## src/rtl/utrb_pkg.sv

```systemverilog
// shared types and constants for the uart transmit/receive ring buffers
// no dependencies; imported by the top level
package utrb_pkg;

    localparam int TX_DEPTH = 16;
    localparam int RX_DEPTH = 16;
    localparam int TX_IDX_W = $clog2(TX_DEPTH);
    localparam int RX_IDX_W = $clog2(RX_DEPTH);
    localparam int RX_CNT_W = RX_IDX_W + 1;

    localparam int BYTE_W   = 8;
    localparam int FUNC_W   = 2;
    localparam int STATUS_W = 3;
    localparam int COUNT_W  = 8;

    typedef enum logic [FUNC_W-1:0] {
        FUNC_PUSH     = 2'd0,
        FUNC_TX_READY = 2'd1,
        FUNC_RX_LINE  = 2'd2,
        FUNC_READ     = 2'd3
    } func_t;

    typedef enum logic [STATUS_W-1:0] {
        ST_OK      = 3'd0,
        ST_FRAME   = 3'd1,
        ST_OVERRUN = 3'd2,
        ST_PARITY  = 3'd3,
        ST_TIMEOUT = 3'd4
    } status_t;

    // frame beats overrun beats parity
    function automatic status_t rank_status(input logic fe, input logic ov, input logic pe);
        status_t st;
        priority if (fe)
            st = ST_FRAME;
        else if (ov)
            st = ST_OVERRUN;
        else if (pe)
            st = ST_PARITY;
        else
            st = ST_OK;
        return st;
    endfunction

endpackage

```

## src/rtl/utrb_ram.sv

```systemverilog
// generic single-write, single-read synchronous ram, registered read data
// no dependencies
module utrb_ram #(
    parameter int DEPTH = 16,
    parameter int WIDTH = 8,
    localparam int AW = $clog2(DEPTH)
) (
    input  logic             clk,
    input  logic             we,
    input  logic [AW-1:0]    waddr,
    input  logic [WIDTH-1:0] wdata,
    input  logic             re,
    input  logic [AW-1:0]    raddr,
    output logic [WIDTH-1:0] rdata
);

    logic [WIDTH-1:0] mem [DEPTH];
    logic [WIDTH-1:0] rdata_reg;

    always_ff @(posedge clk)
    begin
        if (we)
        begin
            mem[waddr] <= wdata;
        end
    end

    always_ff @(posedge clk)
    begin
        if (re)
        begin
            rdata_reg <= mem[raddr];
        end
    end

    assign rdata = rdata_reg;

endmodule

```

## src/rtl/uart_tx_rx_ring_buffers.sv

```systemverilog
// top level: transmit and receive ring buffers of one uart port
// depends on utrb_pkg and utrb_ram
//
// channel   | direction | handshake              | payload
// ----------+-----------+------------------------+------------------------------------------
// command   | in        | start & !busy          | func, data_byte, frame_err, overrun_err,
//           |           |                        | parity_err
// result    | out       | done, one cycle only   | push_accepted, line_byte, line_valid,
//           |           |                        | tx_irq_on, read_byte, read_valid,
//           |           |                        | rx_status, rx_count
//
// one word is taken every cycle; busy is always low
// the result of a word shows up with done in the cycle right after it is taken,
// since the read port of each ring ram is registered
// reset clears the ring indices, the transmit interrupt enable and the status;
// the ring contents need no clearing, pops only reach written slots
// the receiver cannot stall: done is a strobe and results are not held
module uart_tx_rx_ring_buffers (
    input  logic                            clk,
    input  logic                            rst_n,
    input  logic                            start,
    output logic                            busy,
    input  logic [utrb_pkg::FUNC_W-1:0]     func,
    input  logic [utrb_pkg::BYTE_W-1:0]     data_byte,
    input  logic                            frame_err,
    input  logic                            overrun_err,
    input  logic                            parity_err,
    output logic                            done,
    output logic                            push_accepted,
    output logic [utrb_pkg::BYTE_W-1:0]     line_byte,
    output logic                            line_valid,
    output logic                            tx_irq_on,
    output logic [utrb_pkg::BYTE_W-1:0]     read_byte,
    output logic                            read_valid,
    output logic [utrb_pkg::STATUS_W-1:0]   rx_status,
    output logic [utrb_pkg::COUNT_W-1:0]    rx_count
);

    import utrb_pkg::*;

    // ring indices: head is the last written slot, tail the last popped slot
    logic [TX_IDX_W-1:0] tx_head_reg, tx_head_next;
    logic [TX_IDX_W-1:0] tx_tail_reg, tx_tail_next;
    logic [RX_IDX_W-1:0] rx_head_reg, rx_head_next;
    logic [RX_IDX_W-1:0] rx_tail_reg, rx_tail_next;
    status_t             status_reg, status_next;
    logic                tx_irq_reg, tx_irq_next;

    // result registers, shown with done in the cycle after the word is taken
    logic                done_reg;
    logic                push_acc_reg, push_acc_next;
    logic                line_valid_reg, line_valid_next;
    logic                read_valid_reg, read_valid_next;
    logic [COUNT_W-1:0]  rx_count_reg, rx_count_next;

    logic                accept;
    func_t               func_in;

    // wrapped increments, written as a compare so any depth works
    logic [TX_IDX_W-1:0] tx_head_inc, tx_tail_inc;
    logic [RX_IDX_W-1:0] rx_head_inc, rx_tail_inc;
    logic                tx_empty;
    logic [RX_CNT_W-1:0] rx_fill;

    // ram controls
    logic                tx_we, tx_re, rx_we, rx_re;
    logic [BYTE_W-1:0]   tx_rdata, rx_rdata;

    assign accept  = start && !busy;
    assign busy    = 1'b0;
    assign func_in = func_t'(func);

    assign tx_head_inc = (tx_head_reg == TX_IDX_W'(TX_DEPTH - 1)) ? '0
                                                                   : tx_head_reg + 1'b1;
    assign tx_tail_inc = (tx_tail_reg == TX_IDX_W'(TX_DEPTH - 1)) ? '0
                                                                   : tx_tail_reg + 1'b1;
    assign rx_head_inc = (rx_head_reg == RX_IDX_W'(RX_DEPTH - 1)) ? '0
                                                                   : rx_head_reg + 1'b1;
    assign rx_tail_inc = (rx_tail_reg == RX_IDX_W'(RX_DEPTH - 1)) ? '0
                                                                   : rx_tail_reg + 1'b1;

    assign tx_empty = (tx_head_reg == tx_tail_reg);

    // receive fill level, (head - tail) mod depth
    always_comb
    begin
        if (rx_head_reg >= rx_tail_reg)
            rx_fill = {1'b0, rx_head_reg} - {1'b0, rx_tail_reg};
        else
            rx_fill = {1'b0, rx_head_reg} + RX_CNT_W'(RX_DEPTH) - {1'b0, rx_tail_reg};
    end

    // event decode: each word touches at most one ring and one ram port
    always_comb
    begin
        tx_head_next    = tx_head_reg;
        tx_tail_next    = tx_tail_reg;
        rx_head_next    = rx_head_reg;
        rx_tail_next    = rx_tail_reg;
        status_next     = status_reg;
        tx_irq_next     = tx_irq_reg;
        push_acc_next   = 1'b0;
        line_valid_next = 1'b0;
        read_valid_next = 1'b0;
        rx_count_next   = '0;
        tx_we           = 1'b0;
        tx_re           = 1'b0;
        rx_we           = 1'b0;
        rx_re           = 1'b0;
        if (accept)
        begin
            unique case (func_in)
                FUNC_PUSH:
                begin
                    // interrupt enabled even when the push is refused
                    tx_irq_next = 1'b1;
                    if (tx_head_inc != tx_tail_reg)
                    begin
                        tx_we         = 1'b1;
                        tx_head_next  = tx_head_inc;
                        push_acc_next = 1'b1;
                    end
                end
                FUNC_TX_READY:
                begin
                    if (!tx_empty)
                    begin
                        tx_re           = 1'b1;
                        tx_tail_next    = tx_tail_inc;
                        line_valid_next = 1'b1;
                    end
                    else
                    begin
                        tx_irq_next = 1'b0;
                    end
                end
                FUNC_RX_LINE:
                begin
                    // full queue drops the byte and flags overrun
                    if (rx_head_inc == rx_tail_reg)
                    begin
                        status_next = ST_OVERRUN;
                    end
                    else
                    begin
                        rx_we        = 1'b1;
                        rx_head_next = rx_head_inc;
                        status_next  = rank_status(frame_err, overrun_err, parity_err);
                    end
                end
                FUNC_READ:
                begin
                    rx_count_next = COUNT_W'(rx_fill);
                    if (rx_fill != '0)
                    begin
                        rx_re           = 1'b1;
                        rx_tail_next    = rx_tail_inc;
                        read_valid_next = 1'b1;
                        status_next     = rank_status(frame_err, overrun_err, parity_err);
                    end
                    else
                    begin
                        // empty read times out at once
                        status_next = ST_TIMEOUT;
                    end
                end
                default:
                begin
                    tx_irq_next = tx_irq_reg;
                end
            endcase
        end
    end

    always_ff @(posedge clk or negedge rst_n)
    begin
        if (!rst_n)
        begin
            tx_head_reg    <= '0;
            tx_tail_reg    <= '0;
            rx_head_reg    <= '0;
            rx_tail_reg    <= '0;
            status_reg     <= ST_OK;
            tx_irq_reg     <= 1'b0;
            done_reg       <= 1'b0;
            push_acc_reg   <= 1'b0;
            line_valid_reg <= 1'b0;
            read_valid_reg <= 1'b0;
            rx_count_reg   <= '0;
        end
        else
        begin
            tx_head_reg    <= tx_head_next;
            tx_tail_reg    <= tx_tail_next;
            rx_head_reg    <= rx_head_next;
            rx_tail_reg    <= rx_tail_next;
            status_reg     <= status_next;
            tx_irq_reg     <= tx_irq_next;
            done_reg       <= accept;
            push_acc_reg   <= push_acc_next;
            line_valid_reg <= line_valid_next;
            read_valid_reg <= read_valid_next;
            rx_count_reg   <= rx_count_next;
        end
    end

    // push writes the slot after head, pop reads the slot after tail;
    // a word never does both on one ring, so no forwarding is needed
    utrb_ram #(
        .DEPTH (TX_DEPTH),
        .WIDTH (BYTE_W)
    ) u_tx_ram (
        .clk   (clk),
        .we    (tx_we),
        .waddr (tx_head_inc),
        .wdata (data_byte),
        .re    (tx_re),
        .raddr (tx_tail_inc),
        .rdata (tx_rdata)
    );

    utrb_ram #(
        .DEPTH (RX_DEPTH),
        .WIDTH (BYTE_W)
    ) u_rx_ram (
        .clk   (clk),
        .we    (rx_we),
        .waddr (rx_head_inc),
        .wdata (data_byte),
        .re    (rx_re),
        .raddr (rx_tail_inc),
        .rdata (rx_rdata)
    );

    assign done          = done_reg;
    assign push_accepted = push_acc_reg;
    assign line_valid    = line_valid_reg;
    assign line_byte     = line_valid_reg ? tx_rdata : '0;
    assign read_valid    = read_valid_reg;
    assign read_byte     = read_valid_reg ? rx_rdata : '0;
    assign tx_irq_on     = tx_irq_reg;
    assign rx_status     = status_reg;
    assign rx_count      = rx_count_reg;

`ifndef SYNTHESIS
    // a result carries at most one of push, transmit and read data
    a_one_kind: assert property (@(posedge clk) disable iff (!rst_n)
        done_reg |-> $onehot0({push_acc_reg, line_valid_reg, read_valid_reg}))
        else $error("result flags more than one event kind");

    // a pop from a non-empty transmit ring always sends a byte
    a_tx_pop: assert property (@(posedge clk) disable iff (!rst_n)
        (accept && func_in == FUNC_TX_READY && !tx_empty) |=> (done_reg && line_valid_reg))
        else $error("transmit pop lost its byte");

    // a push always leaves the transmit interrupt enabled
    a_push_irq: assert property (@(posedge clk) disable iff (!rst_n)
        (accept && func_in == FUNC_PUSH) |=> tx_irq_reg)
        else $error("push did not enable transmit interrupt");

    // a valid read reports a non-zero fill and a status other than timeout
    a_read_cnt: assert property (@(posedge clk) disable iff (!rst_n)
        (done_reg && read_valid_reg) |-> (rx_count_reg != '0 && status_reg != ST_TIMEOUT))
        else $error("valid read with empty receive ring");

    // receive ring never reports more bytes than it can hold
    a_rx_fill: assert property (@(posedge clk) disable iff (!rst_n)
        rx_fill < RX_CNT_W'(RX_DEPTH))
        else $error("receive fill out of range");
`endif

endmodule
```

## config.mk

```make
export PLATFORM = sky130hd
export DESIGN_NAME = uart_tx_rx_ring_buffers
export DESIGN_NICKNAME = d
export VERILOG_FILES = /design/src/rtl/utrb_pkg.sv /design/src/rtl/utrb_ram.sv /design/src/rtl/uart_tx_rx_ring_buffers.sv
export SDC_FILE = /design/constraint.sdc
export NUM_CORES = 1
export LEC_CHECK = 0
export BUFFER_PORTS_ARGS = -buffer_cell sky130_fd_sc_hd__buf_2
export CORE_ASPECT_RATIO = 1.4
export CORE_MARGIN = 3
export CORE_UTILIZATION = 50
export CTS_CLUSTER_DIAMETER = 80
export DETAILED_ROUTE_END_ITERATION = 6
export GPL_ROUTABILITY_DRIVEN = 0
export GPL_TIMING_DRIVEN = 0
export PLACE_DENSITY_LB_ADDON = 0.25
export SETUP_SLACK_MARGIN = 0.5
export SLEW_MARGIN = 0
export SYNTH_ARGS = -nofsm -noshare
export SYNTH_HDL_FRONTEND = slang
export SYNTH_SLANG_ARGS = --single-unit
```

## constraint.sdc

```tcl
create_clock -name clk -period 3.41 [get_ports clk]
set_input_delay 0.341 -clock clk [delete_from_list [all_inputs] [get_ports clk]]
set_output_delay 0.341 -clock clk [all_outputs]
set_load 0.01 [all_outputs]
```

==> results.json <==
{
  "status": "completed",
  "die-area_mm2": 0.0278,
  "synth-main-ff-cell": "edfxtp_1",
  "holdWs_ps": 141,
  "track_usage_pct": 20.4,
  "io_pins": 49,
  "core_mm2": 0.0250,
  "yosysUniqueCellTypes": 76,
  "num-nets-final": 936,
  "cts.path.max_buffers": 3,
  "drv_slew": 0,
  "setup.worst_path.start": "tx_tail_reg[1]$_DFFE_PN0P_",
  "synth.top_cell.area_share_pct": 63.3,
  "clk_pin_slew_ps": 70,
  "synth_edf_count": 272,
  "hold_viol": 0,
  "antenna_cells": 0,
  "reg_top3": "u_rx_ram.mem x128, u_tx_ram.mem x128",
  "finalCriticalPeriod_ps": 2730,
  "setup_viol": 0,
  "rows": 68,
  "rrSetupSlack_ps": 680,
  "crit_arrival_ps": 3000,
  "rsz0062_at_grt": "false",
  "place.detailed.hpwl_um": 19300,
  "syn_inst": 820,
  "fmax_mhz": 366,
  "critPathLaunchType": "flop",
  "vias": 7396,
  "initial_core_util_pct": 51.6,
  "grt_overflow": 0,
  "power_leakage_nw": 5.09,
  "area_delta_synth_final_pct": 12.8,
  "hold_depth": 3,
  "fill_cells": 1981,
  "avgRoutedWirePerCell_um": 23.0,
  "drive_above_1_share_pct": 22.7,
  "cts_tree": "done",
  "ys_async_sr_fraction_pct": 9.63,
  "required_ps": 3680,
  "synth_warnings": 0,
  "skew_ps": 20.4,
  "finalCritPeriodShare_pct": 80.1,
  "ir_worst_vdd_uv": 590,
  "rr_startpoint": "tx_tail_reg[1]$_DFFE_PN0P_",
  "powerDensity_mw_per_mm2": 892,
  "portBuffers": 44,
  "grt_pass1_wl_um": 43400,
  "grt_max_degree": 33,
  "critPathKind": "reg2reg",
  "cts.sinks": 301,
  "die_w_um": 142,
  "hold_path.class": "in2reg",
  "r2r_cells": 7,
  "remaining_drc_errors": 0,
  "ys_ff_latch": 301,
  "cts-root-buf": "clkbuf_16",
  "vias_per_cell": 5.99,
  "numCtsBuffers": 28,
  "h-tree-depth": 1,
  "hold_start": "frame_err",
  "yosysTopAreaCell": "edfxtp_1",
  "power_mw": 13.0,
  "die_h_um": 196,
  "grt_pass1_vias": 7569,
  "grt_antenna_before_repair": 0,
  "worstMarginPinSlew_ps": 889,
  "placed_area_mm2": 0.0136,
  "stdcell_area_mm2": 0.0146,
  "clock_latency_ps": 550,
  "ys_top_cells_by_area": "edfxtp_1, mux4_2, dfrtp_1, and2_1, mux2i_1",
  "end_kind": "flop",
  "synth.avg_cell_area_um2": 15.7,
  "syn_area_mm2": 0.0129,
  "slew_headroom_pct": 40.7,
  "routed_wl_um": 28400,
  "drv_cap": 0,
  "final_antenna_net_count": 0,
  "firstDrtPassIters": 5,
  "drtIter0Drc": 559,
  "synth_seq_area_share_pct": 68.9,
  "cp_max_fo": 10
}
-- routing by layer --
layer | vias to the layer above | track usage, % | wire length (µm)
li1 | 3364 | - | -
met5 | - | 0 | 0
met2 | 230 | 38.4 | 15700
met3 | 58 | 2.80 | 1230
met1 | 3744 | 23.4 | 10400
met4 | 0 | 7.47 | 1030
-- cells in the mapped netlist (all sizes together), types with 12 or more instances --
master / n
nor3: 22
inv: 18
buf: 31
dfrtp: 29
and3: 14
edfxtp: 272
and2: 35
nor2b: 19
nand2: 48
ha: 16
xnor2: 17
mux2: 12
nand3: 12
mux4: 36
o21ai: 28
a221oi: 12
clkbuf: 18
mux2i: 21
nor2: 18
a21oi: 31
-- cell type report --
type                            instances  area, µm²  area share, %
Inverter                               19       71.3          0.490
Sequential cell                       301       8900           61.1
Multi-Input combinational cell        454       3830           26.3
Tap cell                              315        394           2.71
Clock inverter                         13       72.6          0.499
Timing Repair Buffer                   50        295           2.03
Buffer                                 49        275           1.89
Clock buffer                           33        719           4.94
-- stage by stage --
step / worst slack (ps) / util [%] / setup TNS (ps) / std cells
after global routing: 518 / 58.2 / 0 / 1234
after global placement: -138 / 54.1 / -3140 / 1182
after floorplan: 755 / - / 0 / 823
after detailed placement: -222 / 54.2 / -3070 / 1183
final: 680 / 58.2 / 0 / 1234
after CTS: 447 / 57.9 / 0 / 1232
-- placed cells by master (no fill, tap or decap), drive strengths merged, types with 4 or more instances in the layout --
| cell type | n |
|---|---|
| a221oi | 12 |
| conb | 4 |
| a22oi | 6 |
| inv | 18 |
| ha | 16 |
| nor3 | 22 |
| a311o | 4 |
| and2 | 35 |
| and3 | 14 |
| a211o | 7 |
| o21ai | 28 |
| clkinv | 12 |
| nor2 | 18 |
| a21oi | 31 |
| a211oi | 7 |
| clkbuf | 51 |
| a311oi | 4 |
| mux4 | 36 |
| edfxtp | 272 |
| xnor2 | 17 |
| nand2b | 9 |
| buf | 79 |
| dfrtp | 29 |
| a31oi | 11 |
| mux2i | 21 |
| nand3 | 12 |
| nor2b | 19 |
| mux2 | 12 |
| o211ai | 4 |
| o22ai | 6 |
| xor2 | 5 |
| nand2 | 48 |
-- final timing paths --
path,end
min in group asynchronous,tx_head_reg[3]$_DFFE_PN0P_
max in group asynchronous,rx_head_reg[0]$_DFFE_PN0P_
hold / removal,rx_status[1]$_DFFE_PN0P_
setup / recovery,u_tx_ram.rdata[6]$_DFFE_PP_
setup reg to reg,u_tx_ram.rdata[6]$_DFFE_PP_
hold reg to reg,rx_status[0]$_DFFE_PN0P_
-- cells by family (layout without fill, tap and decap cells) --
family / Yosys count / in the layout / synth area share [%]
other: 1 / 4 / 0.0291
xor gates and xnor gates: 22 / 22 / 1.49
buffers and inverters: 68 / 164 / 2.65
and+or+nand+nor: 199 / 199 / 8.38
AOI/OAI and AO/OA: 143 / 143 / 7.82
muxes: 69 / 69 / 8.99
DFF: 301 / 301 / 68.9
adders and majority gates: 17 / 17 / 1.71
-- critical path, cell delays in order, from the launching register on --
cell	delay, ps
dfrtp_1	470
ha_1	340
buf_2	230
buf_2	310
clkbuf_2	380
mux4_2	360
a22oi_1	250
o211ai_1	130
-- power by group --
group | leakage (nW) | internal (mW) | switching, mW | total, mW
clock | 0.381 | 1.49 | 1.28 | 2.77
sequential | 2.81 | 4.41 | 0.185 | 4.59
combinational | 1.90 | 2.24 | 3.38 | 5.62
total | 5.09 | 8.13 | 4.85 | 13.0
-- repair_timing --
action	CTS	global route
setup endpoints to repair	177	192
gates cloned	0	0
buffers inserted	1	2
hold endpoints to repair	30	0
resized for setup	29	14
hold buffers	2	0
pin swaps	3	1
Note: power is estimated with default switching activity, not from simulation.
